**src/hdl/esckm_pkg.sv**
```systemverilog
// constants, codes and types of the escape sequence key matcher
package esckm_pkg;

    localparam int ENTRIES  = 32;
    localparam int MAX_LEN  = 16;
    localparam int ENT_W    = $clog2(ENTRIES);
    localparam int NCNT_W   = $clog2(ENTRIES + 1);
    localparam int POS_W    = $clog2(MAX_LEN);
    localparam int CNT_W    = $clog2(MAX_LEN + 1);
    localparam int TB_DEPTH = ENTRIES * MAX_LEN;
    localparam int TB_AW    = $clog2(TB_DEPTH);

    // fixed field widths
    localparam int MODE_W   = 2;
    localparam int ENTRY_W  = 5;
    localparam int POSN_W   = 4;
    localparam int BYTE_W   = 8;
    localparam int KIND_W   = 2;
    localparam int KEY_W    = 5;
    localparam int CFG_W    = 6;

    localparam logic [BYTE_W-1:0] ESC_BYTE = 8'd27;

    typedef logic [BYTE_W-1:0] t_byte;

    typedef enum logic [MODE_W-1:0] {
        MODE_TAB_BYTE = 2'd0,
        MODE_TAB_LEN  = 2'd1,
        MODE_BYTE     = 2'd2,
        MODE_SILENCE  = 2'd3
    } t_mode;

    typedef enum logic [KIND_W-1:0] {
        KIND_CHAR      = 2'd0,
        KIND_LONE_ESC  = 2'd1,
        KIND_KEY       = 2'd2,
        KIND_UNMATCHED = 2'd3
    } t_kind;

    typedef enum logic [2:0] {
        PH_IDLE    = 3'b001,
        PH_ESCAPED = 3'b010,
        PH_RUNNING = 3'b100
    } t_phase;

    typedef enum logic [3:0] {
        ST_IDLE = 4'b0001,
        ST_SCAN = 4'b0010,
        ST_EMIT = 4'b0100,
        ST_DUMP = 4'b1000
    } t_state;

    // verdict of the shared compare unit for one entry
    typedef struct packed {
        logic hit;
        logic final_byte;
    } t_cmp_res;

endpackage

```
**src/hdl/esckm_in_if.sv**
```systemverilog
// input item channel of the matcher
interface esckm_in_if;
    import esckm_pkg::*;

    logic                valid;
    logic                ready;
    logic [MODE_W-1:0]   mode;
    logic [ENTRY_W-1:0]  entry;
    logic [POSN_W-1:0]   position;
    logic [BYTE_W-1:0]   value;

    modport source (output valid, mode, entry, position, value, input ready);
    modport sink   (input valid, mode, entry, position, value, output ready);
endinterface

```
**src/hdl/esckm_out_if.sv**
```systemverilog
// result item channel of the matcher
interface esckm_out_if;
    import esckm_pkg::*;

    logic                valid;
    logic                ready;
    logic [KIND_W-1:0]   kind;
    logic [KEY_W-1:0]    key_index;
    logic [BYTE_W-1:0]   byte_value;
    logic                last;

    modport source (output valid, kind, key_index, byte_value, last, input ready);
    modport sink   (input valid, kind, key_index, byte_value, last, output ready);
endinterface

```
**src/hdl/esckm_ram.sv**
```systemverilog
// generic simple dual port ram with registered read
module esckm_ram #(
    parameter  int WIDTH = 8,
    parameter  int DEPTH = 16,
    localparam int AW    = (DEPTH > 1) ? $clog2(DEPTH) : 1
) (
    input  logic             i_clk,
    input  logic             i_wr_en,
    input  logic [AW-1:0]    i_wr_addr,
    input  logic [WIDTH-1:0] i_wr_data,
    input  logic [AW-1:0]    i_rd_addr,
    output logic [WIDTH-1:0] o_rd_data
);
    logic [WIDTH-1:0] r_mem [DEPTH];
    logic [WIDTH-1:0] r_rd_data;

    always_ff @(posedge i_clk) begin
        if (i_wr_en) begin
            r_mem[i_wr_addr] <= i_wr_data;
        end
        r_rd_data <= r_mem[i_rd_addr];
    end

    assign o_rd_data = r_rd_data;
endmodule

```
**src/hdl/esckm_cmp.sv**
```systemverilog
// shared compare unit: checks one table entry against the latest captured byte
module esckm_cmp (
    input  logic                        i_cand,
    input  logic [esckm_pkg::CNT_W-1:0] i_len,
    input  logic [esckm_pkg::CNT_W-1:0] i_cnt,
    input  esckm_pkg::t_byte            i_tab_byte,
    input  esckm_pkg::t_byte            i_val,
    output esckm_pkg::t_cmp_res         o_res
);
    import esckm_pkg::*;

    logic [CNT_W:0] cnt_inc;

    // beyond the entry length or the buffer counts as a mismatch
    assign cnt_inc          = {1'b0, i_cnt} + {{CNT_W{1'b0}}, 1'b1};
    assign o_res.hit        = i_cand && (i_cnt < i_len) && (i_cnt < CNT_W'(MAX_LEN))
                              && (i_tab_byte == i_val);
    assign o_res.final_byte = o_res.hit && (cnt_inc == {1'b0, i_len});
endmodule

```
**src/hdl/esckm_capture.sv**
```systemverilog
// capture buffer holding the bytes of the current run
module esckm_capture (
    input  logic                        i_clk,
    input  logic                        i_wr_en,
    input  logic [esckm_pkg::POS_W-1:0] i_wr_addr,
    input  esckm_pkg::t_byte            i_wr_data,
    input  logic [esckm_pkg::POS_W-1:0] i_rd_addr,
    output esckm_pkg::t_byte            o_rd_data
);
    import esckm_pkg::*;

    t_byte r_buf [MAX_LEN];

    always_ff @(posedge i_clk) begin
        if (i_wr_en) begin
            r_buf[i_wr_addr] <= i_wr_data;
        end
    end

    assign o_rd_data = r_buf[i_rd_addr];
endmodule

```
**src/hdl/escape_sequence_key_matcher.sv**
```systemverilog
// escape sequence key matcher top level: sequencer, table rams and result register
// a byte in a run is checked against the n active entries (at most 32) in turn, stopping at the first match;
//   the table ram serves one entry per cycle to the compare unit
// silence after a run, or a full buffer, emits 1 captured byte per cycle, up to 16, as the output drains
// synchronous active-low reset clears sequencer, phase, capture count, flags and entry_count
module escape_sequence_key_matcher (
    input  logic                        i_clk,
    input  logic                        i_rst_n,
    esckm_in_if.sink                    i_item,
    esckm_out_if.source                 o_res,
    input  logic                        i_cfg_valid,
    output logic                        o_cfg_ready,
    input  logic [esckm_pkg::CFG_W-1:0] i_cfg_entry_count
);
    import esckm_pkg::*;

    t_state              r_state, n_state;
    t_phase              r_phase, n_phase;
    logic [CNT_W-1:0]    r_cnt, n_cnt;
    logic [ENTRIES-1:0]  r_cand, n_cand;
    logic [CFG_W-1:0]    r_entry_count;
    t_byte               r_val, n_val;
    logic [NCNT_W-1:0]   r_issue, n_issue;
    logic                r_chk_vld, n_chk_vld;
    logic [ENT_W-1:0]    r_chk_idx, n_chk_idx;
    t_kind               r_pkind, n_pkind;
    logic [KEY_W-1:0]    r_pkey, n_pkey;
    t_byte               r_pbyte, n_pbyte;
    logic [POS_W-1:0]    r_dptr, n_dptr;
    logic                r_ov, n_ov;
    t_kind               r_okind, n_okind;
    logic [KEY_W-1:0]    r_okey, n_okey;
    t_byte               r_obyte, n_obyte;
    logic                r_olast, n_olast;

    logic [NCNT_W-1:0]   n_active;
    logic                in_acc;
    logic                slot_free;
    logic                issue_now;
    t_mode               in_mode;

    logic                tb_we;
    logic [TB_AW-1:0]    tb_wr_addr;
    logic [TB_AW-1:0]    tb_rd_addr;
    t_byte               tb_rd_data;
    logic                len_we;
    logic [ENT_W-1:0]    len_wr_addr;
    logic [CNT_W-1:0]    len_wr_data;
    logic [CNT_W-1:0]    len_rd_data;
    logic                cap_we;
    t_byte               cap_rd_data;
    t_cmp_res            cmp_res;
    logic                dump_last;

    assign o_cfg_ready  = 1'b1;
    assign i_item.ready = (r_state == ST_IDLE);
    assign in_acc       = i_item.valid && (r_state == ST_IDLE);
    assign in_mode      = t_mode'(i_item.mode);
    assign slot_free    = !r_ov || o_res.ready;

    assign n_active  = (r_entry_count > CFG_W'(ENTRIES)) ? NCNT_W'(ENTRIES)
                                                         : NCNT_W'(r_entry_count);
    assign issue_now = (r_issue < n_active);

    // table write and read addressing
    assign tb_wr_addr  = TB_AW'(i_item.entry) * TB_AW'(MAX_LEN) + TB_AW'(i_item.position);
    assign tb_rd_addr  = TB_AW'(r_issue[ENT_W-1:0]) * TB_AW'(MAX_LEN)
                         + TB_AW'(r_cnt[POS_W-1:0]);
    assign len_wr_addr = ENT_W'(i_item.entry);
    assign len_wr_data = (i_item.value > BYTE_W'(MAX_LEN)) ? CNT_W'(MAX_LEN)
                                                           : CNT_W'(i_item.value);
    assign dump_last   = ((CNT_W'(r_dptr) + CNT_W'(1)) == r_cnt);

    esckm_ram #(.WIDTH(BYTE_W), .DEPTH(TB_DEPTH)) u_tab_ram (
        .i_clk     (i_clk),
        .i_wr_en   (tb_we),
        .i_wr_addr (tb_wr_addr),
        .i_wr_data (i_item.value),
        .i_rd_addr (tb_rd_addr),
        .o_rd_data (tb_rd_data)
    );

    esckm_ram #(.WIDTH(CNT_W), .DEPTH(ENTRIES)) u_len_ram (
        .i_clk     (i_clk),
        .i_wr_en   (len_we),
        .i_wr_addr (len_wr_addr),
        .i_wr_data (len_wr_data),
        .i_rd_addr (r_issue[ENT_W-1:0]),
        .o_rd_data (len_rd_data)
    );

    esckm_capture u_capture (
        .i_clk     (i_clk),
        .i_wr_en   (cap_we),
        .i_wr_addr (r_cnt[POS_W-1:0]),
        .i_wr_data (i_item.value),
        .i_rd_addr (r_dptr),
        .o_rd_data (cap_rd_data)
    );

    esckm_cmp u_cmp (
        .i_cand     (r_cand[r_chk_idx]),
        .i_len      (len_rd_data),
        .i_cnt      (r_cnt),
        .i_tab_byte (tb_rd_data),
        .i_val      (r_val),
        .o_res      (cmp_res)
    );

    always_comb begin
        n_state   = r_state;
        n_phase   = r_phase;
        n_cnt     = r_cnt;
        n_cand    = r_cand;
        n_val     = r_val;
        n_issue   = r_issue;
        n_chk_vld = r_chk_vld;
        n_chk_idx = r_chk_idx;
        n_pkind   = r_pkind;
        n_pkey    = r_pkey;
        n_pbyte   = r_pbyte;
        n_dptr    = r_dptr;
        n_ov      = r_ov && !o_res.ready;
        n_okind   = r_okind;
        n_okey    = r_okey;
        n_obyte   = r_obyte;
        n_olast   = r_olast;
        tb_we     = 1'b0;
        len_we    = 1'b0;
        cap_we    = 1'b0;

        unique case (r_state)
            ST_IDLE: begin
                if (in_acc) begin
                    unique case (in_mode)
                        MODE_TAB_BYTE: begin
                            tb_we = (32'(i_item.entry) < ENTRIES)
                                    && (32'(i_item.position) < MAX_LEN);
                        end
                        MODE_TAB_LEN: begin
                            len_we = (32'(i_item.entry) < ENTRIES);
                        end
                        MODE_SILENCE: begin
                            if (r_phase == PH_ESCAPED) begin
                                n_pkind = KIND_LONE_ESC;
                                n_pkey  = '0;
                                n_pbyte = '0;
                                n_phase = PH_IDLE;
                                n_cnt   = '0;
                                n_state = ST_EMIT;
                            end else if (r_phase == PH_RUNNING) begin
                                n_dptr  = '0;
                                n_state = ST_DUMP;
                            end
                        end
                        MODE_BYTE: begin
                            if (r_phase == PH_IDLE) begin
                                if (i_item.value == ESC_BYTE) begin
                                    for (int i = 0; i < ENTRIES; i++) begin
                                        n_cand[i] = (NCNT_W'(i) < n_active);
                                    end
                                    n_cnt   = '0;
                                    n_phase = PH_ESCAPED;
                                end else if (i_item.value != '0) begin
                                    n_pkind = KIND_CHAR;
                                    n_pkey  = '0;
                                    n_pbyte = i_item.value;
                                    n_state = ST_EMIT;
                                end
                            end else if (r_cnt >= CNT_W'(MAX_LEN)) begin
                                n_dptr  = '0;
                                n_state = ST_DUMP;
                            end else begin
                                cap_we    = 1'b1;
                                n_cnt     = r_cnt + CNT_W'(1);
                                n_phase   = PH_RUNNING;
                                n_val     = i_item.value;
                                n_issue   = '0;
                                n_chk_vld = 1'b0;
                                n_state   = ST_SCAN;
                            end
                        end
                    endcase
                end
            end
            ST_SCAN: begin
                // read for entry r_issue goes out while the previous one is compared
                n_chk_vld = issue_now;
                n_chk_idx = r_issue[ENT_W-1:0];
                if (issue_now) begin
                    n_issue = r_issue + NCNT_W'(1);
                end
                if (r_chk_vld && cmp_res.final_byte) begin
                    n_pkind   = KIND_KEY;
                    n_pkey    = KEY_W'(r_chk_idx);
                    n_pbyte   = '0;
                    n_phase   = PH_IDLE;
                    n_cnt     = '0;
                    n_chk_vld = 1'b0;
                    n_state   = ST_EMIT;
                end else begin
                    if (r_chk_vld && !cmp_res.hit) begin
                        n_cand[r_chk_idx] = 1'b0;
                    end
                    if (!r_chk_vld && !issue_now) begin
                        if (r_cnt >= CNT_W'(MAX_LEN)) begin
                            n_dptr  = '0;
                            n_state = ST_DUMP;
                        end else begin
                            n_state = ST_IDLE;
                        end
                    end
                end
            end
            ST_EMIT: begin
                if (slot_free) begin
                    n_ov    = 1'b1;
                    n_okind = r_pkind;
                    n_okey  = r_pkey;
                    n_obyte = r_pbyte;
                    n_olast = 1'b1;
                    n_state = ST_IDLE;
                end
            end
            ST_DUMP: begin
                if (slot_free) begin
                    n_ov    = 1'b1;
                    n_okind = KIND_UNMATCHED;
                    n_okey  = '0;
                    n_obyte = cap_rd_data;
                    n_olast = dump_last;
                    n_dptr  = r_dptr + POS_W'(1);
                    if (dump_last) begin
                        n_phase = PH_IDLE;
                        n_cnt   = '0;
                        n_state = ST_IDLE;
                    end
                end
            end
            default: begin
                n_state = ST_IDLE;
            end
        endcase
    end

    always_ff @(posedge i_clk) begin
        if (!i_rst_n) begin
            r_state       <= ST_IDLE;
            r_phase       <= PH_IDLE;
            r_cnt         <= '0;
            r_cand        <= '0;
            r_chk_vld     <= 1'b0;
            r_ov          <= 1'b0;
            r_entry_count <= '0;
        end else begin
            r_state   <= n_state;
            r_phase   <= n_phase;
            r_cnt     <= n_cnt;
            r_cand    <= n_cand;
            r_chk_vld <= n_chk_vld;
            r_ov      <= n_ov;
            if (i_cfg_valid) begin
                r_entry_count <= i_cfg_entry_count;
            end
        end
    end

    always_ff @(posedge i_clk) begin
        r_val     <= n_val;
        r_issue   <= n_issue;
        r_chk_idx <= n_chk_idx;
        r_pkind   <= n_pkind;
        r_pkey    <= n_pkey;
        r_pbyte   <= n_pbyte;
        r_dptr    <= n_dptr;
        r_okind   <= n_okind;
        r_okey    <= n_okey;
        r_obyte   <= n_obyte;
        r_olast   <= n_olast;
    end

    assign o_res.valid      = r_ov;
    assign o_res.kind       = r_okind;
    assign o_res.key_index  = r_okey;
    assign o_res.byte_value = r_obyte;
    assign o_res.last       = r_olast;
endmodule

```
**src/flat_wrapper.sv**
```systemverilog
// flat-port wrapper written by rule: the top's interface ports become plain ports
module escape_sequence_key_matcher_flat import esckm_pkg::*;
  (i_clk, i_rst_n, i_cfg_valid, o_cfg_ready, i_cfg_entry_count, i_item_valid, i_item_mode, i_item_entry, i_item_position, i_item_value, i_item_ready, o_res_valid, o_res_kind, o_res_key_index, o_res_byte_value, o_res_last, o_res_ready);
  esckm_in_if i_item_i ();
  esckm_out_if o_res_i ();
  input  logic i_clk;
  input  logic i_rst_n;
  input  logic i_cfg_valid;
  output logic o_cfg_ready;
  input  logic [esckm_pkg::CFG_W-1:0] i_cfg_entry_count;
  input wire logic [$bits(i_item_i.valid)-1:0] i_item_valid;
  input wire logic [$bits(i_item_i.mode)-1:0] i_item_mode;
  input wire logic [$bits(i_item_i.entry)-1:0] i_item_entry;
  input wire logic [$bits(i_item_i.position)-1:0] i_item_position;
  input wire logic [$bits(i_item_i.value)-1:0] i_item_value;
  output wire logic [$bits(i_item_i.ready)-1:0] i_item_ready;
  output wire logic [$bits(o_res_i.valid)-1:0] o_res_valid;
  output wire logic [$bits(o_res_i.kind)-1:0] o_res_kind;
  output wire logic [$bits(o_res_i.key_index)-1:0] o_res_key_index;
  output wire logic [$bits(o_res_i.byte_value)-1:0] o_res_byte_value;
  output wire logic [$bits(o_res_i.last)-1:0] o_res_last;
  input wire logic [$bits(o_res_i.ready)-1:0] o_res_ready;
  assign i_item_i.valid = i_item_valid;
  assign i_item_i.mode = i_item_mode;
  assign i_item_i.entry = i_item_entry;
  assign i_item_i.position = i_item_position;
  assign i_item_i.value = i_item_value;
  assign i_item_ready = i_item_i.ready;
  assign o_res_valid = o_res_i.valid;
  assign o_res_kind = o_res_i.kind;
  assign o_res_key_index = o_res_i.key_index;
  assign o_res_byte_value = o_res_i.byte_value;
  assign o_res_last = o_res_i.last;
  assign o_res_i.ready = o_res_ready;
  escape_sequence_key_matcher u_core (.i_clk(i_clk), .i_rst_n(i_rst_n), .i_item(i_item_i), .o_res(o_res_i), .i_cfg_valid(i_cfg_valid), .o_cfg_ready(o_cfg_ready), .i_cfg_entry_count(i_cfg_entry_count));
endmodule
```
**config.mk**
```make
export PLATFORM = sky130hd
export DESIGN_NAME = escape_sequence_key_matcher_flat
export DESIGN_NICKNAME = d
export VERILOG_FILES = /design/src/hdl/esckm_pkg.sv /design/src/hdl/esckm_in_if.sv /design/src/hdl/esckm_out_if.sv /design/src/hdl/esckm_ram.sv /design/src/hdl/esckm_cmp.sv /design/src/hdl/esckm_capture.sv /design/src/hdl/escape_sequence_key_matcher.sv /design/src/flat_wrapper.sv
export SDC_FILE = /design/constraint.sdc
export NUM_CORES = 2
export LEC_CHECK = 0
export ABC_CLOCK_PERIOD_IN_PS = 4400
export BUFFER_PORTS_ARGS = -buffer_cell sky130_fd_sc_hd__buf_2
export CORE_MARGIN = 5
export CORE_UTILIZATION = 45
export CTS_CLUSTER_DIAMETER = 60
export DETAILED_ROUTE_END_ITERATION = 10
export GPL_ROUTABILITY_DRIVEN = 0
export MAX_ROUTING_LAYER = met4
export PLACE_DENSITY = 0.59
export SLEW_MARGIN = 20
export SYNTH_ARGS = -nofsm -noshare
export SYNTH_HDL_FRONTEND = slang
export SYNTH_MEMORY_MAX_BITS = 65536
export SYNTH_SLANG_ARGS = --single-unit
export TNS_END_PERCENT = 5
```
**constraint.sdc**
```tcl
create_clock -name i_clk -period 4.4 [get_ports i_clk]
set_clock_uncertainty 0.2 [all_clocks]
set_input_delay 0.44 -clock i_clk [delete_from_list [all_inputs] [get_ports i_clk]]
set_output_delay 0.44 -clock i_clk [all_outputs]
set_load 0.01 [all_outputs]
```
* Yosys cells after proc, flatten, opt, wreduce, memory -nomap -nowiden
Memories as Yosys holds them, arrays and structs flattened. A register that Yosys moved wholly into a read port is not among the register bits.
Index checks and enable logic that the tools add are counted.
** Storage, ports and cells
- Bits in registers :: 106
- Memory bits (writable) :: 4384
- Input port bits :: 30
- Output and inout port bits :: 19
- Word-level logic and storage cells :: 270
- Memories kept :: 3
** Memories
- u_core.u_tab_ram.r_mem :: depth 512, bits a word 8, read ports 1, clocked after Yosys merged registers in 1, write ports 1, RTL line esckm_ram.sv:14 : logic [WIDTH-1:0] r_mem [DEPTH];
- u_core.u_len_ram.r_mem :: depth 32, bits a word 5, read ports 1, clocked after Yosys merged registers in 1, write ports 1, RTL line esckm_ram.sv:14
- u_core.u_capture.r_buf :: depth 16, bits a word 8, read ports 1, clocked after Yosys merged registers in 1, write ports 1, RTL line esckm_capture.sv:12 : t_byte r_buf [MAX_LEN];
** Operators by class
- Add/sub/neg operators :: 7
- Order comparisons :: 40
- Equality and inequality tests :: 42
- Muxes and demuxes :: 125
- Bitwise logic cells :: 4
- Reductions and logical operators :: 31
** Operators with widths (number)
- two-way mux 32 bit :: 6
- < comparator 5 x 6 -> 1 bit, first input constant :: 16
- two-way mux 4 bit :: 22
- two-way mux 5 bit :: 16
- two-way mux 8 bit :: 8
- one-hot mux 32 bit (2 select lines) :: 1
- < comparator 4 x 6 -> 1 bit, first input constant :: 8
- one-hot mux 8 bit (2 select lines) :: 3
- one-hot mux 5 bit (2 select lines) :: 4
- two-way mux 6 bit :: 6
- bitwise AND 32 bit :: 1
- NOT 32 bit :: 1
- two-way mux 1 bit :: 28
- AND reduction 9 bit :: 3
- < comparator 3 x 6 -> 1 bit, first input constant :: 4
- two-way mux 3 bit :: 8
- inequality test 2 x 1 -> 1 bit, second input constant :: 11
- adder 9 x 4 -> 9 bit :: 2
- two-way mux 2 bit :: 8
- one-hot mux 4 bit (2 select lines) :: 2
- one-hot mux 4 bit (4 select lines) :: 1
- one-hot mux 5 bit (3 select lines) :: 1
- < comparator 1 x 6 -> 1 bit, first input constant :: 2
- < comparator 2 x 6 -> 1 bit, first input constant :: 2
- 55 further kinds :: 85

* Longest topological paths before layout
- Depth in word-level cells :: 10
- Depth in mapped cells :: 18

* Cells and area by module
A second synthesis with hierarchy kept.
** Second synthesis, totals
- Cells, all modules :: 9158
- Area, all modules :: 177161.2 µm²
** Modules (own cells, without submodules)
- esckm_ram at u_core.u_tab_ram :: instances 1, cells each 8030, area an instance 159927.1 µm², seq. area each 123158.1 µm²
- esckm_ram at u_core.u_len_ram :: instances 1, cells each 277, area an instance 6344.8 µm², seq. area each 4904.7 µm²
- escape_sequence_key_matcher :: instances 1, cells each 585, area an instance 5544.1 µm², seq. area each 2662.6 µm²
- esckm_capture :: instances 1, cells each 221, area an instance 4987.3 µm², seq. area each 3843.7 µm²
- esckm_cmp :: instances 1, cells each 45, area an instance 357.8 µm², seq. area each 0.0 µm²

* Least setup slack after synthesis
No wires, ideal clock.
- Path kind :: register to register
- From :: register u_core.r_cnt[0]
- To :: register u_core.r_phase[0]
- Setup time :: 0.121 ns
- Data arrival time :: 3.412 ns
- Data required time :: 4.079 ns
- Setup slack :: 0.667 ns
- Stages on the path, launching flop included :: 15
- Buffers on the path :: 6
- Period minus slack after synthesis :: 3.733 ns
- Cell sequence :: dfxtp_1 -> buf_6 -> buf_6 -> buf_6 -> buf_6 -> buf_6 -> buf_6 -> inv_2 -> ha_1 -> xnor2_1 -> nand3b_1 -> or4_1 -> o21ai_1 -> o2111a_1 -> mux2_2
** Between the ends
- Cells in the longest elaborated chain, start to end :: 8
- Elaborated cells on any way between the ends :: 15
** RTL lines
- from (decl) :: RTL line escape_sequence_key_matcher.sv:19 : logic [CNT_W-1:0] r_cnt, n_cnt;
- from (signal assigned) :: RTL line escape_sequence_key_matcher.sv:258 : r_cnt <= n_cnt;
- parallel branches: the longest is 7 deep, another holds adder 5 x 1 -> 6 bit
- AND reduction 9 bit (no source line) (*)
- to (signal assigned) :: RTL line escape_sequence_key_matcher.sv:257 : r_phase <= n_phase;
- to (decl) :: RTL line escape_sequence_key_matcher.sv:18 : t_phase r_phase, n_phase;
Every way passes the cells marked *.
A chain may end at the register's enable or synchronous reset.

* Worst setup path in the final report
- From :: register u_core.r_cnt[0]
- To :: register u_core.u_tab_ram.r_rd_data[4], in the netlist u_core.u_tab_ram.o_rd_data[4] (read register of u_core.u_tab_ram.r_mem)
** Between the ends
- Cells in the longest elaborated chain, start to end :: 1
** RTL lines
- adder 9 x 4 -> 9 bit :: RTL line escape_sequence_key_matcher.sv:68 : + TB_AW'(r_cnt[POS_W-1:0]);
- to (decl) :: RTL line esckm_ram.sv:15 : logic [WIDTH-1:0] r_rd_data;
No other way between the ends.

==> metrics.md <==
| Metric | Value |
|---|---|
| Run status | complete, no violations |
| Share of layout cells above drive strength 1 | 31.1% |
| Skew-Pair Late Insertion Delay | 1.02 ns |
| Sequential cell area | 135000 um2 |
| Non-Filler Instances | 14700 |
| CP endpoint kind | flip-flop |
| DR pass1 iterations | 5 |
| # IOs | 49 |
| Cell taking the most area after synthesis | edfxtp_1 |
| Iter 0 DRT Violations | 12000 |
| Synth Cell Area | 175000 um2 |
| Avg Cell Area, Syn | 21.6 um2 |
| Die area | 402000 um2 |
| Die X | 634 um |
| Most numerous cell in the Yosys netlist | edfxtp_1 |
| Worst vdd rail ir drop | 0.341 mV |
| Fin crit share | 96.9% |
| Core area | 389000 um2 |
| Starting Density | 45.1% |
| Vias per inst | 6.13 |
| Max incr delay on CP | 0.58 ns |
| Filler instances | 30000 |
| Drt wl/cell | 34.0 um |
| Register area share after synthesis | 76.7% |
| Clock transition at path regs | 0.06 ns |
| Multi-input combinational cell area | 38400 um2 |
| Vias in the first global route | 90300 |
| Library cells used by synthesis | 75 |
| PD cells | 443 nW/um2 |
| GRT Overall Usage | 25.5% |
| Worst Path Max Fanout | 25 |
| Hold depth | 4 |
| CTS Sinks | 4507 |
| Ys Warns | 0 |
| Drt drc | 0 |
| CTS H-Tree Depth | 5 |
| Largest net degree at the start of global routing | 201 |
| Syn Nets | 8184 |
| Max Slew Vio Count | 0 |
| TritonCTS clock tree | yes |
| Die Ht | 634 um |
| Synth async-reset ratio | 0% |
| Post-Synthesis Cells | 8138 |
| Initial antenna violation count | 43 |
| Max Clk Rate | 235 MHz |
| HP Class | in -> reg |
| Vias | 90400 |
| Post-DP HPWL | 319000 um |
| Synth top area share | 76.0% |
| Worst EP required | 5.06 ns |
| Most frequent CP cell | buf_12 |
| Worst Setup Start Kind | flip-flop |
| Worst r2r path cells | 10 |
| FF+latch count, synth | 4507 |
| Worst-margin pin slew | 1.27 ns |
| Cell Rows | 229 |
| Crit path max-delay cell type | mux4_2 |
| Arrival @ worst endpoint | 4.92 ns |
| Final setup viols | 0 |
| Worst hold endpoint | u_core.u_len_ram.r_mem[31][3] |
| Routed Antenna Nets | 0 |
| Kind of critical path | reg -> reg |
| Area contributors post-synth | edfxtp_1 76%, mux4_2 16%, nor2_1 1.4% |
| Flop-to-flop setup slack | 0.14 ns |
| Core Util, Final | 52.5% |
| Cell Chain, Critical Path | buf_12 -> buf_12 -> buf_12 -> buf_12 -> mux4_2 -> mux4_2 -> o21ai_0 -> buf_4 -> a41oi_1 -> o311a_1 |
| DRT Wirelength | 502000 um |
| RR Startpoint | u_core.r_cnt[0] |
| PortBufs | 47 |
| Total grt overflow | 0 |
| Max Cap Viol | 0 |
| Clock root cell | clkbuf_16 |
| EDFF count, synth | 4438 |
| Reg2reg end | u_core.u_tab_ram.o_rd_data[4] |
| Leak Pwr | 63.6 nW |
| Relative slew margins | 15.6% |
| Nets@finish | 9187 |
| TritonCTS buffer count | 466 |
| Clk buf depth | 4 |
| Post-layout minimum cycle time | 4.26 ns |
| Main synth FF type | edfxtp_1 |
| Fin. Hold Viols | 0 |
| Post-synth top cells | 4438 x edfxtp_1, 1209 x mux4_2, 645 x nor2_1 |
| Synthesis-to-finish area growth | 16.4% |
| Worst hold start | i_item_entry[2] |
| Post-Place Cells | 13800 |
| First-pass GRT wire length | 707000 um |
-- placed cells by master (no fill, tap or decap), types with 25 or more instances in the layout --
cell | netlist | final
a211oi_1 | 29 | 29
a21oi_1 | 117 | 116
a22o_1 | 26 | 26
a22oi_1 | 93 | 93
a31oi_1 | 27 | 27
buf_12 | 0 | 104
buf_2 | 141 | 39
buf_4 | 43 | 856
bufinv_16 | 0 | 50
clkbuf_1 | 255 | 91
clkbuf_16 | 0 | 473
clkinv_1 | 0 | 100
clkinv_2 | 0 | 77
dfxtp_1 | 69 | 63
dlygate4sd3_1 | 0 | 39
edfxtp_1 | 4438 | 4438
mux2_2 | 25 | 25
mux2i_1 | 161 | 161
mux4_2 | 1209 | 1209
nand2_1 | 213 | 199
nor2_1 | 645 | 639
nor2b_1 | 32 | 30
nor3_1 | 33 | 33
o21ai_0 | 89 | 87
o221ai_1 | 37 | 37
o22ai_1 | 34 | 34
-- cells by family after synthesis --
kind of cell	count (synthesis)	synth area share, %
flops	4507	76.7
mux	1395	16.6
simple gates	1068	2.58
compound gates	596	2.33
buf+inv	533	1.52
xor+xnor	22	0.110
fa+ha+maj	16	0.114
other cells	1	0.00214
-- cell type report --
| type | instances | area share (%) |
|---|---|---|
| Antenna cell | 23 | 0.0282 |
| Clock buffer | 570 | 6.01 |
| Clock inverter | 282 | 1.45 |
| Inverter | 22 | 0.0454 |
| Multi-Input combinational cell | 3098 | 18.8 |
| Sequential cell | 4507 | 66.0 |
| Tap cell | 5197 | 3.19 |
| Timing Repair Buffer | 1046 | 4.51 |
-- worst max path at each step --
| stage | startpoint | to | slack, ns | cells past startpoint |
|---|---|---|---|---|
| global route | u_core.r_state[3] | u_core.u_tab_ram.r_mem[94][5] | -0.02 | 10 |
| floorplan | u_core.r_cnt[0] | u_core.r_phase[0] | 0.67 | 14 |
| global placement | u_core.r_cnt[1] | u_core.u_tab_ram.o_rd_data[6] | -0.46 | 12 |
| detailed placement | u_core.r_cnt[1] | u_core.u_tab_ram.o_rd_data[6] | -0.47 | 12 |
| CTS | u_core.r_cnt[0] | u_core.u_tab_ram.o_rd_data[3] | 0.04 | 10 |
| finish | u_core.r_cnt[0] | u_core.u_tab_ram.o_rd_data[4] | 0.14 | 10 |
-- stage by stage --
step,setup TNS (ns),total power [mW],hold slack [ns],cell area (um2),setup slack (ns)
4_1_cts,0,91.0,0.0350,204000,0.0406
5_1_grt,-0.0625,93.0,0.100,204000,-0.0163
2_1_floorplan,0,50.1,0.252,175000,0.667
3_3_place_gp,-1.14,51.9,0.261,188000,-0.460
6_report,0,90.4,0.142,204000,0.136
3_5_place_dp,-1.08,52.0,0.277,188000,-0.471
-- worst max-delay path: cells and delay by family (launching register included) --
kind,cells,cell delay (ns)
flops,1,0.52
mux,2,1.09
compound gates,3,1.10
buf+inv,5,1.12
-- flip-flops by register name, indices dropped and copies added, names as in the netlist, 8 cells and up, named ones only --
signal                      flops
u_core.r_val                    8
u_core.r_cand                  32
u_core.r_pbyte                  8
u_core.u_tab_ram.r_mem       4096
u_core.u_len_ram.r_mem        160
u_core.u_tab_ram.o_rd_data      8
u_core.o_res.byte_value         8
u_core.u_capture.r_buf        128
-- what timing repair did --
item / 4_1_cts / 5_1_grt
hold buffers: 39 / 0
buffers inserted: 6 / 0
endpoints found under the setup margin: 4 / 3
resized for setup: 5 / 3
pin swaps: 0 / 0
hold endpoints to repair: 421 / 0
-- per-layer routing --
| layer | track usage, % | wire (um) | vias to the layer above |
|---|---|---|---|
| li1 | - | - | 36100 |
| met2 | 39.1 | 238000 | 4862 |
| met4 | 7.32 | 17100 | 0 |
| met5 | - | 0 | - |
| met3 | 4.47 | 46700 | 808 |
| met1 | 35.5 | 200000 | 48600 |
-- power by group --
group	leakage, nW	total (mW)	internal [mW]	switching, mW
Sequential	40.6	47.5	47.3	0.227
Clock	7.39	39.3	22.7	16.6
Combinational	15.6	3.56	1.27	2.29
No activity file was read; power rests on OpenSTA's default activity.
